===== config.mk =====
export PLATFORM = sky130hd
export DESIGN_NAME = tpc_walk
export DESIGN_NICKNAME = d
export VERILOG_FILES = /design/src/rtl/tpc_pkg.sv /design/src/rtl/tpc_walk.sv
export SDC_FILE = /design/constraint.sdc
export NUM_CORES = 1
export LEC_CHECK = 0
export ABC_AREA = 1
export BUFFER_PORTS_ARGS = -buffer_cell sky130_fd_sc_hd__buf_4
export CAP_MARGIN = 0
export CELL_PAD_IN_SITES_DETAIL_PLACEMENT = 1
export CELL_PAD_IN_SITES_GLOBAL_PLACEMENT = 1
export CORE_UTILIZATION = 42
export DETAILED_ROUTE_END_ITERATION = 8
export GPL_ROUTABILITY_DRIVEN = 0
export PLACE_DENSITY_LB_ADDON = 0.1
export SLEW_MARGIN = 20
export SYNTH_ARGS = -nofsm -noshare
export SYNTH_HDL_FRONTEND = slang
export SYNTH_SLANG_ARGS = --single-unit

===== constraint.sdc =====
create_clock -name clk -period 5.7 [get_ports clk]
set_input_delay 0.57 -clock clk [delete_from_list [all_inputs] [get_ports clk]]
set_output_delay 0.57 -clock clk [all_outputs]
set_load 0.02 [all_outputs]

===== src/rtl/tpc_pkg.sv =====
// Shared types and constants of the trie prefix counter.
// Used by tpc_walk and trie_prefix_counter_core; depends on nothing else.
`default_nettype none

package tpc_pkg;

  localparam int LETTER_BITS = 5;
  localparam int PREFIX_BITS = 16;

  localparam logic [PREFIX_BITS-1:0] PREFIX_MAX = 16'hFFFF;

  localparam logic CMD_INSERT = 1'b0;
  localparam logic CMD_QUERY  = 1'b1;

  localparam logic STATUS_OK   = 1'b0;
  localparam logic STATUS_FULL = 1'b1;

  // One letter of a word as it travels from the input port to the walker.
  typedef struct packed {
    logic                   cmd;
    logic [LETTER_BITS-1:0] letter;
    logic                   word_end;
  } item_t;

  // One result item as it leaves the walker.
  typedef struct packed {
    logic [PREFIX_BITS-1:0] prefix_count;
    logic                   status;
  } res_t;

endpackage

`default_nettype wire


===== src/rtl/tpc_walk.sv =====
// Letter sequencer: reads a child pointer, allocates or follows it, and updates or
// reads the visit count of the node reached. Uses tpc_pkg; drives two tpc_ram instances.
`default_nettype none

module tpc_walk #(
  parameter int NODE_COUNT = 1024,
  parameter int ALPHABET   = 26,
  parameter int COUNT_BITS = 16,
  localparam int NODE_BITS  = $clog2(NODE_COUNT),
  localparam int SLOT_COUNT = NODE_COUNT * ALPHABET,
  localparam int SLOT_BITS  = $clog2(SLOT_COUNT)
) (
  input  wire logic                  clk,
  input  wire logic                  rst_n,
  input  wire logic                  in_valid,
  output logic                       in_stall,
  input  wire tpc_pkg::item_t        in_item,
  output logic                       res_valid,
  output tpc_pkg::res_t              res,
  input  wire logic                  res_ready,
  output logic                       child_rd_en,
  output logic [SLOT_BITS-1:0]       child_raddr,
  input  wire logic [NODE_BITS-1:0]  child_q,
  output logic                       child_we,
  output logic [SLOT_BITS-1:0]       child_waddr,
  output logic [NODE_BITS-1:0]       child_wdata,
  output logic                       cnt_rd_en,
  output logic [NODE_BITS-1:0]       cnt_raddr,
  input  wire logic [COUNT_BITS-1:0] cnt_q,
  output logic                       cnt_we,
  output logic [NODE_BITS-1:0]       cnt_waddr,
  output logic [COUNT_BITS-1:0]      cnt_wdata
);

  localparam logic [2:0] ST_CLEAR = 3'd0;
  localparam logic [2:0] ST_IDLE  = 3'd1;
  localparam logic [2:0] ST_LOOK  = 3'd2;
  localparam logic [2:0] ST_CNT   = 3'd3;
  localparam logic [2:0] ST_WAIT  = 3'd4;

  localparam logic [SLOT_BITS-1:0]  SLOT_LAST = SLOT_BITS'(SLOT_COUNT - 1);
  localparam logic [NODE_BITS:0]    FREE_END  = (NODE_BITS + 1)'(NODE_COUNT);
  localparam logic [COUNT_BITS-1:0] COUNT_MAX = '1;

  logic [2:0]            state_r, state_nxt;
  logic [SLOT_BITS-1:0]  clr_r, clr_nxt;
  tpc_pkg::item_t        item_r, item_nxt;
  logic [SLOT_BITS-1:0]  slot_r, slot_nxt;
  logic [NODE_BITS-1:0]  cur_r, cur_nxt;
  logic [NODE_BITS:0]    free_r, free_nxt;
  logic                  broken_r, broken_nxt;
  logic                  full_r, full_nxt;
  tpc_pkg::res_t         pend_r, pend_nxt;

  logic [SLOT_BITS-1:0]  slot_calc;
  logic                  letter_ok;
  logic [COUNT_BITS-1:0] cnt_inc;
  logic [31:0]           cnt_ext;
  logic [15:0]           cnt_sat;
  logic                  fin;
  tpc_pkg::res_t         fin_res;

  assign slot_calc = SLOT_BITS'(cur_r) * SLOT_BITS'(ALPHABET) + SLOT_BITS'(in_item.letter);
  assign letter_ok = 32'(item_r.letter) < ALPHABET;
  assign cnt_inc   = (cnt_q == COUNT_MAX) ? cnt_q : cnt_q + COUNT_BITS'(1);
  assign cnt_ext   = 32'(cnt_q);
  assign cnt_sat   = (cnt_ext > 32'(tpc_pkg::PREFIX_MAX)) ? tpc_pkg::PREFIX_MAX : cnt_ext[15:0];
  assign in_stall  = (state_r != ST_IDLE);

  // The root is never the node reached by a query that ends unbroken, so its
  // visit count is never read back and is not kept.
  always_comb begin
    state_nxt   = state_r;
    clr_nxt     = clr_r;
    item_nxt    = item_r;
    slot_nxt    = slot_r;
    cur_nxt     = cur_r;
    free_nxt    = free_r;
    broken_nxt  = broken_r;
    full_nxt    = full_r;
    pend_nxt    = pend_r;
    child_rd_en = 1'b0;
    child_raddr = slot_calc;
    child_we    = 1'b0;
    child_waddr = clr_r;
    child_wdata = '0;
    cnt_rd_en   = 1'b0;
    cnt_raddr   = child_q;
    cnt_we      = 1'b0;
    cnt_waddr   = cur_r;
    cnt_wdata   = cnt_inc;
    fin         = 1'b0;
    fin_res.prefix_count = '0;
    fin_res.status       = tpc_pkg::STATUS_OK;
    res_valid   = 1'b0;
    res         = pend_r;

    unique case (state_r)
      ST_CLEAR: begin
        child_we = 1'b1;
        if (clr_r == SLOT_LAST) begin
          state_nxt = ST_IDLE;
        end else begin
          clr_nxt = clr_r + SLOT_BITS'(1);
        end
      end
      ST_IDLE: begin
        if (in_valid) begin
          item_nxt    = in_item;
          slot_nxt    = slot_calc;
          child_rd_en = 1'b1;
          state_nxt   = ST_LOOK;
        end
      end
      ST_LOOK: begin
        if (item_r.cmd == tpc_pkg::CMD_INSERT) begin
          if (full_r || broken_r || !letter_ok) begin
            fin = 1'b1;
          end else if (child_q == '0) begin
            if (free_r == FREE_END) begin
              full_nxt = 1'b1;
              fin      = 1'b1;
            end else begin
              // A fresh node starts with a count of one: this word.
              child_we    = 1'b1;
              child_waddr = slot_r;
              child_wdata = free_r[NODE_BITS-1:0];
              cnt_we      = 1'b1;
              cnt_waddr   = free_r[NODE_BITS-1:0];
              cnt_wdata   = COUNT_BITS'(1);
              cur_nxt     = free_r[NODE_BITS-1:0];
              free_nxt    = free_r + (NODE_BITS + 1)'(1);
              fin         = 1'b1;
            end
          end else begin
            cur_nxt   = child_q;
            cnt_rd_en = 1'b1;
            state_nxt = ST_CNT;
          end
        end else begin
          if (broken_r) begin
            fin = 1'b1;
          end else if (!letter_ok || child_q == '0) begin
            broken_nxt = 1'b1;
            fin        = 1'b1;
          end else begin
            cur_nxt = child_q;
            if (item_r.word_end) begin
              cnt_rd_en = 1'b1;
              state_nxt = ST_CNT;
            end else begin
              fin = 1'b1;
            end
          end
        end
      end
      ST_CNT: begin
        fin = 1'b1;
        if (item_r.cmd == tpc_pkg::CMD_INSERT) begin
          cnt_we = 1'b1;
        end else begin
          fin_res.prefix_count = cnt_sat;
        end
      end
      ST_WAIT: begin
        res_valid = 1'b1;
        if (res_ready) begin
          state_nxt = ST_IDLE;
        end
      end
      default: begin
        state_nxt = ST_CLEAR;
      end
    endcase

    if (fin) begin
      if (item_r.word_end) begin
        if (item_r.cmd == tpc_pkg::CMD_INSERT) begin
          fin_res.status = full_nxt;
        end
        cur_nxt    = '0;
        broken_nxt = 1'b0;
        full_nxt   = 1'b0;
        res_valid  = 1'b1;
        res        = fin_res;
        if (res_ready) begin
          state_nxt = ST_IDLE;
        end else begin
          pend_nxt  = fin_res;
          state_nxt = ST_WAIT;
        end
      end else begin
        state_nxt = ST_IDLE;
      end
    end
  end

  always_ff @(posedge clk) begin
    if (!rst_n) begin
      state_r  <= ST_CLEAR;
      clr_r    <= '0;
      cur_r    <= '0;
      free_r   <= (NODE_BITS + 1)'(1);
      broken_r <= 1'b0;
      full_r   <= 1'b0;
    end else begin
      state_r  <= state_nxt;
      clr_r    <= clr_nxt;
      cur_r    <= cur_nxt;
      free_r   <= free_nxt;
      broken_r <= broken_nxt;
      full_r   <= full_nxt;
    end
  end

  always_ff @(posedge clk) begin
    item_r <= item_nxt;
    slot_r <= slot_nxt;
    pend_r <= pend_nxt;
  end

endmodule

`default_nettype wire


==> flow_summary.json, run 1 <==
{
  "fp.dieH_um": 126,
  "yosysTopAreaCellShare_pct": 17.6,
  "root_buffer": "clkbuf_16",
  "synth_compound_area_share_pct": 9.40,
  "htreeDepth": 3,
  "port_buffers": 135,
  "synthFlopType": "dfxtp_1",
  "synth_most_common_cell": "nand2_1",
  "critical_path_class": "reg -> out",
  "drt_drc_violations_left": 0,
  "post_cts_buffers": 0,
  "rsz0062_at_grt": "no",
  "tightestPinTransition_ns": 0.764,
  "io_pins": 136,
  "cts_resized": 0,
  "stdcell_area_um2": 7840,
  "grt_max_degree": 35,
  "cellInternalPower_mw": 0.980,
  "place_area_um2": 7530,
  "grt_first_pass_wirelength_um": 33200,
  "clock_power_share_pct": 45.6,
  "numCtsBuffers": 9,
  "dr.pass1.iters": 4,
  "antenna_found_initial": 0,
  "clock_path_buffers": 2,
  "cp.arrival_ns": 3.82,
  "nNetsFinal": 1158,
  "cp-start-kind": "flip-flop",
  "synth-adder-area-share_pct": 8.65,
  "fin_tns_setup_ns": 0,
  "synthMuxAreaShare_pct": 0,
  "synth-seq-cells": 79,
  "worst-r2r-setup-slack_ns": 2.15,
  "cts_hold_buf": 0,
  "yosysUniqueCellTypes": 45,
  "p_sw_mw": 0.327,
  "synth-edff-count": 38,
  "cts_sinks": 79,
  "p_sw_share_pct": 25.0,
  "synthXorXnorAreaFrac_pct": 3.63,
  "antennaDiodeCount": 0,
  "cap_violations": 0,
  "max_slew_margin_pct": 49.0,
  "fillers": 2021,
  "syn_avg_cell_area_um2": 6.72,
  "critPathMaxFanout": 7,
  "drv_slew": 0,
  "power_density_nw_per_um2": 167,
  "initial_core_util_pct": 42.8,
  "clock.fmax_mhz": 228,
  "overflow": 0,
  "setup_viol": 0,
  "seq_area_frac_synth_pct": 30.3,
  "p_comb_share_pct": 8.9,
  "rows": 45,
  "wire_per_inst_um": 16.1,
  "synth_nets": 1041,
  "hp-class": "in -> reg",
  "place_hpwl_um": 16400,
  "yosysWarnings": 0,
  "ir_drop_uv": 131,
  "ys_top_cells_by_count": "nand2_1 (275), inv_1 (138), nor2_1 (115)",
  "tritoncts": "done",
  "synth_top_family_by_area": "simple AND/OR/NAND/NOR gates",
  "fin_crit_sh_pct": 77.0,
  "p_leak_nw": 3.77,
  "gr-usage-all-layers_pct": 26.4,
  "required_ns": 5.13,
  "layout-drive-gt1-share_pct": 17.4,
  "status": "completed",
  "finalCriticalPeriod_ns": 4.39,
  "first_iter_violations": 350,
  "fin_skew_ns": 0.0111,
  "vias": 6602,
  "yosys.area.top_type": "edfxtp_1",
  "yosys.area_share.simple_pct": 36.4,
  "insertion_delay_ns": 0.35,
  "finalWirelength_um": 20600,
  "ant_nets": 0,
  "synthTopCellsByArea": "edfxtp_1 (18%), nand2_1 (16%), dfxtp_1 (13%)",
  "finalHoldViolations": 0,
  "grt_pass1_vias": 6436,
  "fp.dieW_um": 126,
  "core-area_um2": 15100,
  "area_growth_pct": 20.9,
  "async_flop_share_pct": 0,
  "postSynthCellCount": 964,
  "clk_pin_slew_ns": 0.07,
  "synth_area_um2": 6480,
  "crit_path_end_kind": "primary output",
  "power_frac_seq_pct": 45.4,
  "dieArea_um2": 15900,
  "via_per_inst": 5.18
}
-- worst paths after layout --
path                          start  cells after the start                     end
min reg2reg  clr_r[14]$_SDFFE_PN0P_                      2  clr_r[14]$_SDFFE_PN0P_
max             cur_r[2]$_SDFF_PN0_                      9         child_raddr[10]
min                      in_item[0]                      1     item_r[0]$_DFFE_PP_
max reg2reg     cur_r[2]$_SDFF_PN0_                      9    slot_r[12]$_DFFE_PP_
-- stage by stage --
step           hold WS (ns)  std cells  total power, mW  setup WS [ns]  util, %
2_1_floorplan         0.444        964            0.667           2.11        -
3_3_place_gp          0.456       1258            0.720           1.88     49.7
3_5_place_dp          0.463       1258            0.722           1.67     49.7
4_1_cts               0.392       1274             1.32           1.28     51.7
5_1_grt               0.396       1274             1.34           1.05     51.8
6_report              0.401       1274             1.31           1.31     51.8
-- flip-flops by register name, indices dropped and copies added (netlist names) --
signal,count
state_r,3
full_r,1
pend_r,17
cur_r,10
clr_r,15
broken_r,1
free_r,11
slot_r,14
item_r,7
-- cell families after synthesis --
logic type | Yosys count
adder cells (fa/ha/maj) | 40
XOR/XNOR | 26
buffers and inverters | 176
AO/OA/AOI/OAI | 113
AND/OR/NAND/NOR | 530
flip-flops | 79
-- layer usage --
| metal | share of wire (%) | wire length [um] | GRT usage [%] |
|---|---|---|---|
| met1 | 46 | 9510 | 33.8 |
| met2 | 49 | 10000 | 45.6 |
| met5 | 0 | 0 | 0 |
| met3 | 3.2 | 658 | 3.14 |
| met4 | 1.9 | 395 | 9.43 |
-- layout make-up --
type                            instances  area, um^2  share of cell area, %
Multi-Input combinational cell        709        3770                   48.0
Timing Repair Buffer                  136        1020                   13.0
Clock buffer                           12         269                   3.43
Sequential cell                        79        1960                   25.0
Tap cell                              188         235                   3.00
Inverter                              146         553                   7.06
Clock inverter                          4        32.5                  0.415
-- placed cells by master (no fill, tap or decap), types with 4 or more instances in the layout --
cell type  instances
nand2_1          275
inv_1            138
buf_4            136
nor2_1           113
nand3_1           59
a21oi_1           46
dfxtp_1           41
edfxtp_1          38
o21ai_0           33
ha_1              32
nor3_1            26
xor2_1            23
nand4_1           19
o21ai_1           17
clkbuf_16         10
fa_1               8
o21bai_1           7
nor2_4             6
nor3_2             6
inv_2              5
nand3b_1           5
nand3_2            4
-- power groups by stage --
stage                     logic, mW  registers, mW  clock network [mW]
after floorplan              0.0614          0.606                   0
after global placement        0.114          0.606                   0
after detailed placement      0.116          0.606                   0
after CTS                     0.117          0.594               0.605
after global routing          0.126          0.594               0.623
final                         0.117          0.594               0.596
-- critical path, stage by stage, from the launching register on --
cell and delay (ns):
dfxtp_1 0.44, ha_1 0.29, fa_1 0.53, fa_1 0.65
nand4_1 0.11, o21ai_0 0.60, nor3b_2 0.40, nand2_1 0.10
xor2_1 0.18, buf_4 0.17
(Power assumes the default switching activity.)
==> run 2, diff against run 1 <==
- CORE_UTILIZATION: 42 -> 39
- clock period: 5.7 -> 4.1 ns (I/O delays scaled with it)
==> run 2 against run 1 <==
Clock skew shrank 0.00075 ns. Critical path type unchanged. Clock power rose by 35%. Die area up 7.6%. Flip-flop and latch count unchanged. Core utilization fell by 2.6 points. Final cell count rose by 2.4%.
==> flow_summary.json, run 2 (same netlist as run 1, synthesis figures left out) <==
{
  "crit_path_end_kind": "primary output",
  "place_hpwl_um": 16800,
  "cellInternalPower_mw": 1.33,
  "final_common_cell": "nand2_1",
  "dieArea_um2": 17100,
  "max_slew_margin_pct": 50.2,
  "numCtsBuffers": 9,
  "overflow": 0,
  "clk_pin_slew_ns": 0.07,
  "cp-start-kind": "flip-flop",
  "port_buffers": 135,
  "nNetsFinal": 1161,
  "insertion_delay_ns": 0.35,
  "p_comb_share_pct": 9.0,
  "cap_violations": 0,
  "fin_tns_setup_ns": 0,
  "drt_drc_violations_left": 0,
  "antenna_found_initial": 0,
  "clock.fmax_mhz": 257,
  "layout-drive-gt1-share_pct": 17.7,
  "initial_core_util_pct": 40.4,
  "setup_viol": 0,
  "layout_setup_ws_ns": 0.204,
  "cp.arrival_ns": 3.49,
  "power.total_mw": 1.79,
  "rows": 46,
  "fp.dieW_um": 131,
  "hp-class": "in -> reg",
  "gr-usage-all-layers_pct": 25.2,
  "clock_path_buffers": 2,
  "p_sw_share_pct": 26.0,
  "antennaDiodeCount": 0,
  "finalHoldViolations": 0,
  "largest_register_ffs": 17,
  "p_sw_mw": 0.465,
  "fillers": 2127,
  "tightestPinTransition_ns": 0.744,
  "drv_slew": 0,
  "fin_crit_sh_pct": 95.0,
  "ir_drop_uv": 188,
  "fin_skew_ns": 0.0103,
  "grt_first_pass_wirelength_um": 33100,
  "final_core_util_pct": 49.1,
  "p_leak_nw": 3.78,
  "status": "completed",
  "finalWirelength_um": 21000,
  "required_ns": 3.69,
  "regMostFlops": "pend_r",
  "io_pins": 136,
  "largest_registers": "pend_r (17), clr_r (15), slot_r (14)",
  "rsz0062_at_grt": "no",
  "cts_sinks": 79,
  "area_growth_pct": 21.7,
  "wire_per_inst_um": 16.1,
  "vias": 6582,
  "critPathMaxFanout": 7,
  "clock_power_share_pct": 44.9,
  "power_frac_seq_pct": 46.1,
  "fp.dieH_um": 131,
  "layout_common_cells": "nand2_1 (275), buf_4 (139), inv_1 (138), nor2_1 (113), nand3_1 (59)",
  "finalCriticalPeriod_ns": 3.90,
  "dr.pass1.iters": 4,
  "first_iter_violations": 273,
  "power_density_nw_per_um2": 227,
  "critical_path_class": "reg -> out",
  "via_per_inst": 5.04,
  "tritoncts": "done",
  "htreeDepth": 3,
  "core-area_um2": 16100,
  "place_ws_ns": 0.347,
  "root_buffer": "clkbuf_16",
  "grt_max_degree": 35,
  "grt_pass1_vias": 6400,
  "ant_nets": 0
}
## run 2: cell count changes in the layout (fill, tap and decap cells not counted), sizes merged
cell / change
clkinvlp: +1
inv: +1
buf: +3
clkbuf: -2
## run 2: worst paths after layout
path / cells past startpoint / to / slack (ns) / startpoint
worst max register to register: 8 / slot_r[10]$_DFFE_PP_ / 0.91 / cur_r[2]$_SDFF_PN0_
worst min register to register: 2 / clr_r[14]$_SDFFE_PN0P_ / 0.47 / clr_r[14]$_SDFFE_PN0P_
worst max-delay path: 9 / child_raddr[10] / 0.20 / cur_r[2]$_SDFF_PN0_
worst min-delay path: 1 / item_r[0]$_DFFE_PP_ / 0.23 / in_item[0]
## run 2: worst max-delay path, stage by stage (launching register included)
cell and delay (ns):
dfxtp_1 0.43, ha_1 0.29, fa_1 0.52, fa_1 0.67, nand4_1 0.16, o21ai_2 0.28, nor3b_2 0.33, nand2_1 0.11
xor2_1 0.18, buf_4 0.17
## run 2: stage by stage
step                hold slack [ns]  std cells  instance area (um^2)
global placement              0.457       1289                  7590
detailed placement            0.461       1289                  7590
global route                  0.223       1305                  7890
CTS                           0.223       1305                  7880
floorplan                     0.444        964                  6480
finish                        0.232       1305                  7890
## run 2: per-layer routing
layer	GRT usage, %	vias to the layer above	wire length (um)
li1	-	3321	-
met1	32.8	3115	9670
met2	43.4	118	10200
met3	3.34	28	733
met4	7.30	0	350
met5	0	-	0
## run 2: cell type report
class	count	area, um^2	area share [%]
multi-input combinational	709	3770	47.8
sequential	79	1960	24.9
timing repair buffer	139	1040	13.2
inverter	146	553	7.01
tap	216	270	3.43
clock buffer	10	239	3.03
clock inverter	6	50.0	0.635
## run 2: timing repair
item | in CTS | in global routing
setup endpoints to repair | 2 | 5
resized for setup | 1 | 3
pin swaps | 0 | 0
hold buffers | 0 | 0
setup buffers | 0 | 0
## run 2: power by group through the flow
stage	Clock (mW)	Combinational [mW]	Sequential, mW
after floorplan	0	0.0854	0.842
after global placement	0	0.160	0.843
after detailed placement	0	0.161	0.843
after CTS	0.822	0.162	0.825
after global routing	0.843	0.176	0.825
final	0.805	0.162	0.825
